==> src/rtl/core/ost_pkg.sv <==
// Shared types and constants for the ordered sequence table.
// Used by the cell, the pick tree and the top level; depends on nothing.
package ost_pkg;

    localparam int DEPTH_DEF      = 64;
    localparam int VALUE_BITS_DEF = 32;

    localparam int CMD_BITS    = 3;
    localparam int STATUS_BITS = 2;
    localparam int ITEM_BITS   = 32;

    typedef enum logic [CMD_BITS-1:0] {
        CMD_INS_AT   = 3'd0,
        CMD_INS_SORT = 3'd1,
        CMD_ERASE    = 3'd2,
        CMD_REMOVE   = 3'd3,
        CMD_GET      = 3'd4,
        CMD_SET      = 3'd5,
        CMD_FIND     = 3'd6
    } cmd_t;

    typedef enum logic [STATUS_BITS-1:0] {
        ST_OK        = 2'd0,
        ST_BAD_POS   = 2'd1,
        ST_FULL      = 2'd2,
        ST_NOT_FOUND = 2'd3
    } status_t;

    typedef enum logic [2:0] {
        OP_HOLD,
        OP_INSERT,
        OP_ERASE,
        OP_WRITE,
        OP_MARK,
        OP_SWAP
    } cell_op_t;

    typedef enum logic [1:0] {
        PICK_MATCH,
        PICK_NOT_LESS,
        PICK_AT_POS,
        PICK_DEAD
    } pick_t;

    typedef struct packed {
        cell_op_t op;
        pick_t    pick;
        logic     phase;
    } cell_ctrl_t;

    typedef enum logic [2:0] {
        S_IDLE,
        S_DECIDE,
        S_COMPACT,
        S_SEARCH,
        S_FINISH
    } state_t;

endpackage

==> src/rtl/core/ost_cell.sv <==
// One storage cell of the sequence chain: holds one entry and a removal mark.
// Trades values with its two neighbors; depends on ost_pkg.
module ost_cell
    import ost_pkg::*;
#(
    parameter int VB  = VALUE_BITS_DEF,
    parameter int CW  = 7,
    parameter int IDX = 0
)
(
    input  logic          clk,
    input  logic          rst_n,
    input  cell_ctrl_t    ctrl,
    input  logic [CW-1:0] pos,
    input  logic [CW-1:0] fill,
    input  logic [VB-1:0] wr_value,
    input  logic [VB-1:0] left_value,
    input  logic          left_dead,
    input  logic [VB-1:0] right_value,
    input  logic          right_dead,
    output logic [VB-1:0] value,
    output logic          dead,
    output logic          flag
);

    localparam logic ODD = 1'(IDX % 2);

    logic [VB-1:0] value_reg, value_next;
    logic          dead_reg, dead_next;
    logic          in_use;
    logic          at_pos;
    logic          is_left;

    assign in_use  = CW'(IDX) < fill;
    assign at_pos  = CW'(IDX) == pos;
    assign is_left = ODD == ctrl.phase;

    always_comb
    begin
        value_next = value_reg;
        dead_next  = dead_reg;
        unique case (ctrl.op)
            OP_INSERT:
            begin
                if (at_pos)
                    value_next = wr_value;
                else if (CW'(IDX) > pos)
                    value_next = left_value;
            end
            OP_ERASE:
            begin
                if (CW'(IDX) >= pos)
                    value_next = right_value;
            end
            OP_WRITE:
            begin
                if (at_pos)
                    value_next = wr_value;
            end
            OP_MARK:
            begin
                dead_next = !in_use || (value_reg == wr_value);
            end
            OP_SWAP:
            begin
                if (is_left)
                begin
                    if (dead_reg && !right_dead)
                    begin
                        value_next = right_value;
                        dead_next  = 1'b0;
                    end
                end
                else if (!dead_reg && left_dead)
                begin
                    dead_next = 1'b1;
                end
            end
            default:
            begin
                value_next = value_reg;
            end
        endcase
    end

    always_comb
    begin
        unique case (ctrl.pick)
            PICK_MATCH:    flag = in_use && (value_reg == wr_value);
            PICK_NOT_LESS: flag = in_use && !(value_reg < wr_value);
            PICK_AT_POS:   flag = at_pos;
            PICK_DEAD:     flag = dead_reg;
            default:       flag = 1'b0;
        endcase
    end

    always_ff @(posedge clk or negedge rst_n)
    begin
        if (!rst_n)
            dead_reg <= 1'b0;
        else
            dead_reg <= dead_next;
    end

    always_ff @(posedge clk)
    begin
        value_reg <= value_next;
    end

    assign value = value_reg;
    assign dead  = dead_reg;

endmodule

==> config.mk <==
export PLATFORM = sky130hd
export DESIGN_NAME = ost_cell
export DESIGN_NICKNAME = d
export VERILOG_FILES = /design/src/rtl/core/ost_pkg.sv /design/src/rtl/core/ost_cell.sv
export SDC_FILE = /design/constraint.sdc
export NUM_CORES = 1
export LEC_CHECK = 0
export ABC_CLOCK_PERIOD_IN_PS = 3360
export BUFFER_PORTS_ARGS = -buffer_cell sky130_fd_sc_hd__buf_2
export CORE_MARGIN = 2
export CORE_UTILIZATION = 25
export CTS_CLUSTER_SIZE = 10
export DETAILED_ROUTE_END_ITERATION = 12
export GPL_TIMING_DRIVEN = 0
export PLACE_DENSITY = 0.58
export SETUP_SLACK_MARGIN = 0.05
export SLEW_MARGIN = 5
export SYNTH_ARGS = -nofsm -noshare
export SYNTH_HDL_FRONTEND = slang
export SYNTH_SLANG_ARGS = --single-unit
==> constraint.sdc <==
create_clock -name clk -period 3.36 [get_ports clk]
set_input_delay 0.168 -clock clk [delete_from_list [all_inputs] [get_ports clk]]
set_output_delay 0.168 -clock clk [all_outputs]
set_load 0.02 [all_outputs]
-- Yosys cells after proc, flatten, opt, wreduce, memory -nomap -nowiden
Cells that the tools add are included.
- register bits: 33
- bits of input ports: 120
- output and inout bits: 34
- word-level logic and storage cells: 49
- $lt $le $gt $ge: 4
- equality and inequality tests: 16
- multiplexer cells: 12
- reductions and logical operators: 15
- operators with widths (operator ; count):
    $mux 32 ; 6
    $pmux 32 s4 ; 1
    $eq 32x32->1 ; 1
    $lt 32x32->1 ; 1
    $ne 3x3->1 const B ; 3
    $ne 2x2->1 const B ; 4
    $ge 1x7->1 const A ; 1
    $gt 1x7->1 const A ; 1
    $logic_not 7->1 ; 1
    $lt 1x7->1 const A ; 1
    $eq 3x2->1 const B ; 2
    $eq 3x3->1 const B ; 2
    $reduce_and 6->1 ; 1
    $eq 2x2->1 const B ; 2
    $logic_and 1x1->1 ; 4
    $logic_not 1->1 ; 4
    $pmux 1 s4 ; 1
    $reduce_bool 4->1 ; 1
    $eq 3x1->1 const B ; 1
    $mux 1 ; 3
    $reduce_and 3->1 ; 1
    $eq 2x1->1 const B ; 1
    $logic_not 2->1 ; 1
    $pmux 1 s2 ; 1
    other kinds (2) ; 2

-- Logic depth before layout (Yosys ltp)
Gate-level depths: netlist (run 1).
- word-level depth: 5
- depth in mapped cells: 8

-- Worst setup path before layout (run 1)
OpenSTA, ideal clock, no wires.
- path type: input port to flip-flop
- start: input pos[5]
- end: register value_reg[0] (netlist: value[0]) (enable)
- arrival time: 1854 ps
- data required time: 2966 ps
- setup slack: 1112 ps
- stages: 3
- buffers on the path: 0
- cell sequence: or4_4 -> nor4_4 -> a32o_1
- longest elaborated chain between the ends: 3
- RTL lines (item ; line ; source):
    start, declared ; ost_cell.sv:14 ; input logic [CW-1:0] pos,
    $gt 1x7->1, or another cell as far along ; ost_cell.sv:47 ; else if (CW'(IDX) > pos)
    $ne 3x3->1 (no line) / $ne 2x2->1 (equally long branches) ; - ;
    $reduce_and 6->1 (no line) * ; - ;
    end signal, assigned ; ost_cell.sv:107 ; value_reg <= value_next;
    end, declared ; ost_cell.sv:28 ; logic [VB-1:0] value_reg, value_next;
Every way passes the cells marked *; elsewhere a longest branch is shown, timed or not.
A chain may end at the register's enable or synchronous reset.

-- Worst setup path in the final report (run 1)
- start: register value_reg[19] (netlist: value[19])
- end: output flag
- longest elaborated chain between the ends: 4
- RTL lines (item ; line ; source):
    $lt 32x32->1 ; ost_cell.sv:90 ; PICK_NOT_LESS: flag = in_use && !(value_reg < wr_value);
    $logic_not 1->1 ; ost_cell.sv:90 ;
    $logic_and 1x1->1 ; ost_cell.sv:90 ;
    $pmux 1 s4 * ; ost_cell.sv:88 ; unique case (ctrl.pick)
    end, declared ; ost_cell.sv:23 ; output logic flag
Marks and branches as above.

==> results of run 1 <==
==> metal layers <==
metal | wire length, µm | vias to the layer above
met5 | 0 | -
met4 | 174 | 0
met3 | 823 | 12
met2 | 4034 | 137
met1 | 3635 | 1159
li1 | - | 1297
==> synthesized netlist by cell type (all sizes together) <==
master,count
inv,69
a222oi,32
edfxtp,32
ha,32
a21oi,14
nand2,14
nor2,11
buf,9
o21ai,9
nand4,6
a211oi,4
nand3,4
nor2b,3
nor4,3
or4,2
a21o,1
a22o,1
a32o,1
and4,1
dfrtp,1
mux2,1
nand2b,1
nor3,1
o211ai,1
o21a,1
o22ai,1
o311ai,1
o32ai,1
==> power by group through the flow <==
stage                     Combinational [mW]  Sequential, mW  Clock [mW]
after floorplan                        0.118           0.476           0
after global placement                 0.237           0.473           0
after global routing                   0.275           0.464       0.326
after detailed placement               0.244           0.473           0
after CTS                              0.246           0.464       0.307
final                                  0.243           0.464       0.294
==> area by class of cell <==
type	count	area [µm²]	area share (%)
plain buffers	9	63.81	1.791
well taps	133	166.4	4.672
repair buffers	155	803.3	22.55
multi-input cells	146	1207	33.90
clock buffers	6	72.57	2.037
clock inverters	1	3.754	0.1054
inverters	69	259.0	7.271
flip-flops and latches	33	985.9	27.68
==> final timing paths <==
path | startpoint | end | slack, ns | cells past startpoint
min | left_value[4] | value[4] | 0.16 | 3
max reg2reg | value[19] | dead | 1.35 | 7
min in group asynchronous | rst_n | dead | 0.17 | 2
min reg2reg | dead | dead | 0.60 | 1
max | value[19] | flag | 0.50 | 8
max in group asynchronous | rst_n | dead | 3.10 | 2
==> tightest hold or removal path, cell delays in order <==
cell and delay [ns]:
buf_2 0.07, a222oi_1 0.05, inv_1 0.05
==> kinds of logic after synthesis <==
| group | after synthesis | share of synthesized area [%] |
|---|---|---|
| compound gates | 67 | 21.94 |
| simple gates | 46 | 9.652 |
| buf+inv | 78 | 12.84 |
| mux | 1 | 0.4477 |
| fa+ha+maj | 32 | 15.92 |
| flops | 33 | 39.20 |
==> results.cfg, run 1 <==
[outcome]
status = finished clean

[power]
leakagePower_nw = 1.883
vdd_drop_max_v = 0.0001303
pwr-share-seq_pct = 46.3
p_clk_share_pct = 29.4
p_int_uw = 717.4
p_sw_uw = 283.4
powerDensity_nw_per_um2 = 281.0
p_sw_share_pct = 28.32
p_total_mw = 1.001
comb_power_share_pct = 24.3

[worst_setup_path]
cpMaxStageDelayCell = nor3_1
arrival_ns = 2.69
path_cells = ha_1 -> nand4_1 -> nor3_1 -> nand4_1 -> a211oi_1 -> o211ai_1 -> nand3_1 -> buf_2
max_stage_delay_ns = 0.42
crit_type = flop to output port
cp_top_family = simple AND/OR/NAND/NOR gates
end_kind = output port
cp-start-kind = flop
crit_required_ns = 3.19
cp.buffers_inverters = 1
crit_top_cell = nand4_1
cp_max_fo = 4

[grt]
grt_pass1_wl_um = 13060
grt_util_met2_pct = 25.91
grtUsageMet3_pct = 4.135
grt_start_max_net_pins = 20
antenna_found_initial = 1
grt_pass1_vias = 2520
top_usage_layer = met2
met1_usage_pct = 19.77
grt.total_usage_pct = 15.57
overflow = 0

[finish]
drive_gt1_share_pct = 41.77
fin_util_pct = 36.44
fin_nets = 571
diodes = 0
fin_area_um2 = 3562
largest_reg_flops = 32
area_growth_pct = 41.64
fill_cells = 1043
fin_cells = 552
mostFrequentLayoutCells = 159 x buf_2, 69 x inv_1, 32 x a222oi_1, 32 x ha_1, 32 x edfxtp_1
layout_commonest_cell = buf_2

[timing]
max_freq_mhz = 349.9
period_share_pct = 85.05
fin_setup_tns_ns = 0
worst_slack_ns = 0.5023
maxSlewHeadroom_pct = 66.59
setup_viol = 0
hold_slack_ns = 0.1633
tightestPinTransition_ns = 0.5011
finalCriticalPeriod_ns = 2.858
hold_violations = 0
finClkSkew_ns = 0.009140
grt_setup_unrepaired = no
slew_viol_final = 0

[route]
num_vias = 2605
dr.pass1.iters = 6
drc = 0
wire_per_inst_um = 15.70
drt_wl_total_um = 8667
ant_nets = 0
drt-vias-per-instance = 4.719
dr.first_iter.drc_count = 256

[synthesis]
synthTopCellsByArea = edfxtp_1 38%, ha_1 16%, a222oi_1 13%
syn_inst = 257
syn_nets = 409
ys_seq_area_share_pct = 39.20
synth.avg_cell_area_um2 = 9.786
yosysTopAreaCellShare_pct = 38.21
synth-seq-cells = 33
yosysTopAreaCell = edfxtp_1
yosysWarnings = 0
syn_area_um2 = 2515
ys_types = 34

[clock_tree]
root_buffer = clkbuf_8
tritoncts = yes
h-tree-depth = 2
cts_buffer_depth = 2
cts.sinks = 33
clkLatencyLatePin_ns = 0.29
postCtsSetupRepairBufs = 0
cts_hold_buf = 1
numCtsBuffers = 5
cts_resized = 0
clk_pin_slew_ns = 0.07

[placed_design]
gp_congestion = 0.7966
dpl.cell_count = 544
post-dp-hpwl_um = 6955
pre_cts_ws_ns = 0.7537
dpl_cell_area_um2 = 3476
io_buffers = 153

[floorplanning]
rows = 36
start_util_pct = 25.73
coreArea_um2 = 9774
die_h_um = 104.3
die-area_um2 = 10880
io_pins = 154
die_w_um = 104.3

[min_path]
hold_class = primary input to flop

[run]
maxCapViolations = 0
No activity file was read; power rests on OpenSTA's default activity.
==> inputs of run 2 (changes only) <==
- PLACE_DENSITY: 0.58 -> unset
==> run 2 against run 1 <==
  * Clock power hardly changed
  * Fmax is 3.3% higher
  * Core utilization is 0.064 points higher
  * Largest power group unchanged
==> results.cfg, run 2 (synthesis gave the netlist of run 1 again) <==
[placed_design]
post-dp-hpwl_um = 6916
io_buffers = 153
pre_cts_ws_ns = 0.8816
dpl_cell_area_um2 = 3476
gp_congestion = 0.8090

[finish]
layout_commonest_cell = buf_2
fin_util_pct = 36.51
largest_reg_flops = 32
fin_nets = 571
area_growth_pct = 41.89
mostFrequentLayoutCells = 159 x buf_2, 69 x inv_1, 32 x a222oi_1, 32 x ha_1, 32 x edfxtp_1
multi_input_area_um2 = 1207
seqCellArea_um2 = 985.9
fin_area_um2 = 3568
diodes = 0
fill_cells = 1025
drive_gt1_share_pct = 42.14

[min_path]
min_to = value[3]
hp-start = left_value[3]
hold-path-cell-count = 3
hold_class = primary input to flop

[worst_setup_path]
crit_type = flop to output port
r2r_slack_ns = 1.43
cp-start-kind = flop
crit_required_ns = 3.19
r2r_cells = 7
arrival_ns = 2.60
cp_max_fo = 3
reg2reg_to = dead
regToRegStartpoint = value[27]
end_kind = output port

[timing]
finalCriticalPeriod_ns = 2.768
max_freq_mhz = 361.3
tightestPinTransition_ns = 0.5040
hold_violations = 0
maxSlewHeadroom_pct = 66.40
slew_viol_final = 0
grt_setup_unrepaired = no
period_share_pct = 82.37
setup_viol = 0
finClkSkew_ns = 0.005925
fin_setup_tns_ns = 0
worst_slack_ns = 0.5923

[route]
dr.first_iter.drc_count = 240
drt_wl_total_um = 8574
ant_nets = 0
num_vias = 2582
dr.pass1.iters = 8
drc = 0
wire_per_inst_um = 15.50
drt-vias-per-instance = 4.669

[clock_tree]
cts_resized = 0
tritoncts = yes
h-tree-depth = 2
cts_buffer_depth = 2
cts_hold_buf = 1
clk_pin_slew_ns = 0.07
root_buffer = clkbuf_8
cts.sinks = 33
numCtsBuffers = 5
clkLatencyLatePin_ns = 0.28
postCtsSetupRepairBufs = 0

[grt]
grt_start_max_net_pins = 20
overflow = 0
grt_util_met2_pct = 27.26
met1_usage_pct = 19.03
antenna_found_initial = 1
grtUsageMet3_pct = 4.135
grt_pass1_wl_um = 13170
top_usage_layer = met2
grt_pass1_vias = 2654
grt.total_usage_pct = 15.55

[run]
maxCapViolations = 0

[floorplanning]
die-area_um2 = 10880
io_pins = 154
die_h_um = 104.3
rows = 36
start_util_pct = 25.73
coreArea_um2 = 9774
die_w_um = 104.3

[outcome]
status = finished clean

[power]
vdd_drop_max_v = 0.0001070
leakagePower_nw = 1.889
p_total_mw = 1.003
powerDensity_nw_per_um2 = 281.0
## run 2: cell count changes in the layout (fill, tap and decap cells not counted), sizes merged
cell,before,now
clkinv,1,2
## run 2: how the worst max path moves through the flow
stage	slack, ns	endpoint	startpoint	cells past startpoint
2_1_floorplan	1.11	value[0]	pos[5]	3
3_3_place_gp	0.45	value[14]	pos[5]	4
3_5_place_dp	0.88	flag	value[18]	8
4_1_cts	0.56	flag	value[18]	8
5_1_grt	0.42	flag	value[17]	8
6_report	0.59	flag	value[27]	8
## run 2: power breakdown
group / total, mW / internal [mW] / switching [mW]
logic: 0.244 / 0.117 / 0.128
clock network: 0.295 / 0.144 / 0.151
registers: 0.464 / 0.461 / 0.00245
total: 1.00 / 0.721 / 0.281
## run 2: critical path, cell delays in order, from the launching register on
cell and delay [ns]:
edfxtp_1 0.40, ha_1 0.34, nand4_1 0.20, nor4_1 0.36, nand4_1 0.22, a211oi_1 0.36
o211ai_1 0.17, nand3_1 0.11, buf_2 0.17
## run 2: metal layers
layer | wire length [µm] | up-vias
li1 | - | 1291
met5 | 0 | -
met1 | 3752 | 1168
met3 | 616 | 8
met4 | 64 | 0
met2 | 4141 | 115
## run 2: per-stage QoR
step,cells,hold slack [ns]
4_1_cts,553,0.1526
2_1_floorplan,257,-0.1276
3_3_place_gp,543,-0.05429
5_1_grt,553,0.1601
6_report,553,0.1644
3_5_place_dp,544,-0.05253
## run 2: layout make-up
class | count | share of cell area [%]
multi-input cells | 146 | 33.84
flip-flops and latches | 33 | 27.63
repair buffers | 155 | 22.51
inverters | 69 | 7.258
well taps | 133 | 4.663
clock buffers | 6 | 2.034
plain buffers | 9 | 1.788
clock inverters | 2 | 0.2805
==> inputs of run 3 (changes only) <==
- ABC_CLOCK_PERIOD_IN_PS: 3360 -> 2450
- clock period: 3.36 -> 2.45 ns (I/O delays scaled with it)
==> run 3 against run 2 <==
  * The run now ends with negative setup slack left
  * Combinational power up 39%
  * Critical path depth unchanged
  * First-iteration DRC count down 6.7%
  * Core utilization up 0.60 points
  * Cell area up 1.6%
  * Non-clock buffer count up 2
  * Sequential share of layout area down 0.45 points
  * Wire length up 0.72%
  * Largest cell class unchanged
==> results.cfg, run 3 (synthesis gave the netlist of run 1 again) <==
[floorplanning]
start_util_pct = 25.73
rows = 36
coreArea_um2 = 9774
die_w_um = 104.3
die_h_um = 104.3
io_pins = 154
die-area_um2 = 10880

[finish]
area_growth_pct = 44.23
layout_commonest_cell = buf_2
fin_nets = 573
seqCellArea_um2 = 985.9
fill_cells = 1021
largest_reg_flops = 32
diodes = 0
multi_input_area_um2 = 1245
drive_gt1_share_pct = 43.60
mostFrequentLayoutCells = 158 x buf_2, 69 x inv_1, 32 x a222oi_1, 32 x edfxtp_1, 31 x ha_1
fin_area_um2 = 3627

[min_path]
hold_class = primary input to flop

[placed_design]
pre_cts_ws_ns = 0.01712
post-dp-hpwl_um = 6916
io_buffers = 153
dpl_cell_area_um2 = 3476
gp_congestion = 0.8090

[clock_tree]
cts.sinks = 33
numCtsBuffers = 5
tritoncts = yes
h-tree-depth = 2
cts_buffer_depth = 2
root_buffer = clkbuf_8
clkLatencyLatePin_ns = 0.28
clk_pin_slew_ns = 0.07

[timing]
slew_viol_final = 0
grt_setup_unrepaired = yes
worst_slack_ns = -0.01024
finalCriticalPeriod_ns = 2.460
finClkSkew_ns = 0.004552
setup_viol = 1
period_share_pct = 100.4
fin_setup_tns_ns = -0.01024
maxSlewHeadroom_pct = 66.01
max_freq_mhz = 406.5
tightestPinTransition_ns = 0.5099
hold_violations = 0

[grt]
overflow = 0
grt_pass1_wl_um = 13200
grt_pass1_vias = 2679
grt_start_max_net_pins = 20
antenna_found_initial = 1
grt.total_usage_pct = 15.58

[route]
drt_wl_total_um = 8636
drt-vias-per-instance = 4.679
wire_per_inst_um = 15.56
drc = 0
dr.pass1.iters = 6
ant_nets = 0
num_vias = 2597
dr.first_iter.drc_count = 224

[worst_setup_path]
cp_max_fo = 3
end_kind = output port
cp-start-kind = flop
arrival_ns = 2.34
crit_required_ns = 2.33
crit_type = flop to output port

[outcome]
status = complete, but fails checks
failed_checks = negative setup slack

[power]
leakagePower_nw = 1.910
p_total_mw = 1.380
vdd_drop_max_v = 0.0001456
powerDensity_nw_per_um2 = 380.5

[run]
maxCapViolations = 0
-- run 3: cell types whose count changed in the layout (fill, tap and decap cells not counted), sizes merged --
cell | previous run | this run
buf | 163 | 165
-- run 3: cell type report --
| type | count | share of cell area, % |
|---|---|---|
| inverters | 69 | 7.140 |
| plain buffers | 9 | 1.759 |
| flip-flops and latches | 33 | 27.18 |
| clock buffers | 6 | 2.001 |
| clock inverters | 2 | 0.2760 |
| multi-input cells | 146 | 34.32 |
| well taps | 133 | 4.588 |
| repair buffers | 157 | 22.73 |
-- run 3: worst max-delay path: stages, from the launching register on --
cell	delay (ns)
edfxtp_1	0.43
ha_4	0.30
nand4_1	0.16
nor4_2	0.31
nand4_1	0.20
a211oi_2	0.28
o211ai_1	0.14
nand3_1	0.10
buf_6	0.12
-- run 3: metal layers --
layer | wire [µm] | GRT usage, %
met5 | 0 | 0
met2 | 4153 | 27.45
met4 | 61 | 3.378
met3 | 664 | 4.135
met1 | 3756 | 18.96
-- run 3: worst paths after layout --
path                       slack [ns]         to  cells after the start            from
setup / recovery                -0.01       flag                      8       value[29]
hold / removal                   0.12  value[21]                      3  left_value[21]
setup reg to reg                 0.38       dead                      9       value[29]
hold reg to reg                  0.59       dead                      1            dead
max in group asynchronous        2.22       dead                      2           rst_n
min in group asynchronous        0.15       dead                      2           rst_n
-- run 3: power by group --
| group | total (mW) | internal, mW | leakage, nW | switching (mW) |
|---|---|---|---|---|
| Combinational | 0.340 | 0.162 | 1.56 | 0.178 |
| Sequential | 0.636 | 0.633 | 0.302 | 0.00339 |
| Clock | 0.404 | 0.197 | 0.0450 | 0.207 |
| Total | 1.38 | 0.992 | 1.91 | 0.388 |
-- run 3: what timing repair did --
item | 4_1_cts | 5_1_grt
buffers inserted | 2 | 0
hold endpoints to repair | 1 | 0
hold buffers | 1 | 0
pin swaps | 8 | 2
endpoints found under the setup margin | 1 | 1
gates resized for setup | 6 | 3
-- run 3: per-stage QoR --
stage | instances | hold slack [ns] | utilization, %
5_1_grt | 555 | 0.1146 | 37.11
2_1_floorplan | 257 | -0.1731 | -
4_1_cts | 555 | 0.1071 | 37.02
6_report | 555 | 0.1188 | 37.11
3_3_place_gp | 543 | -0.09979 | 35.27
3_5_place_dp | 544 | -0.09803 | 35.56
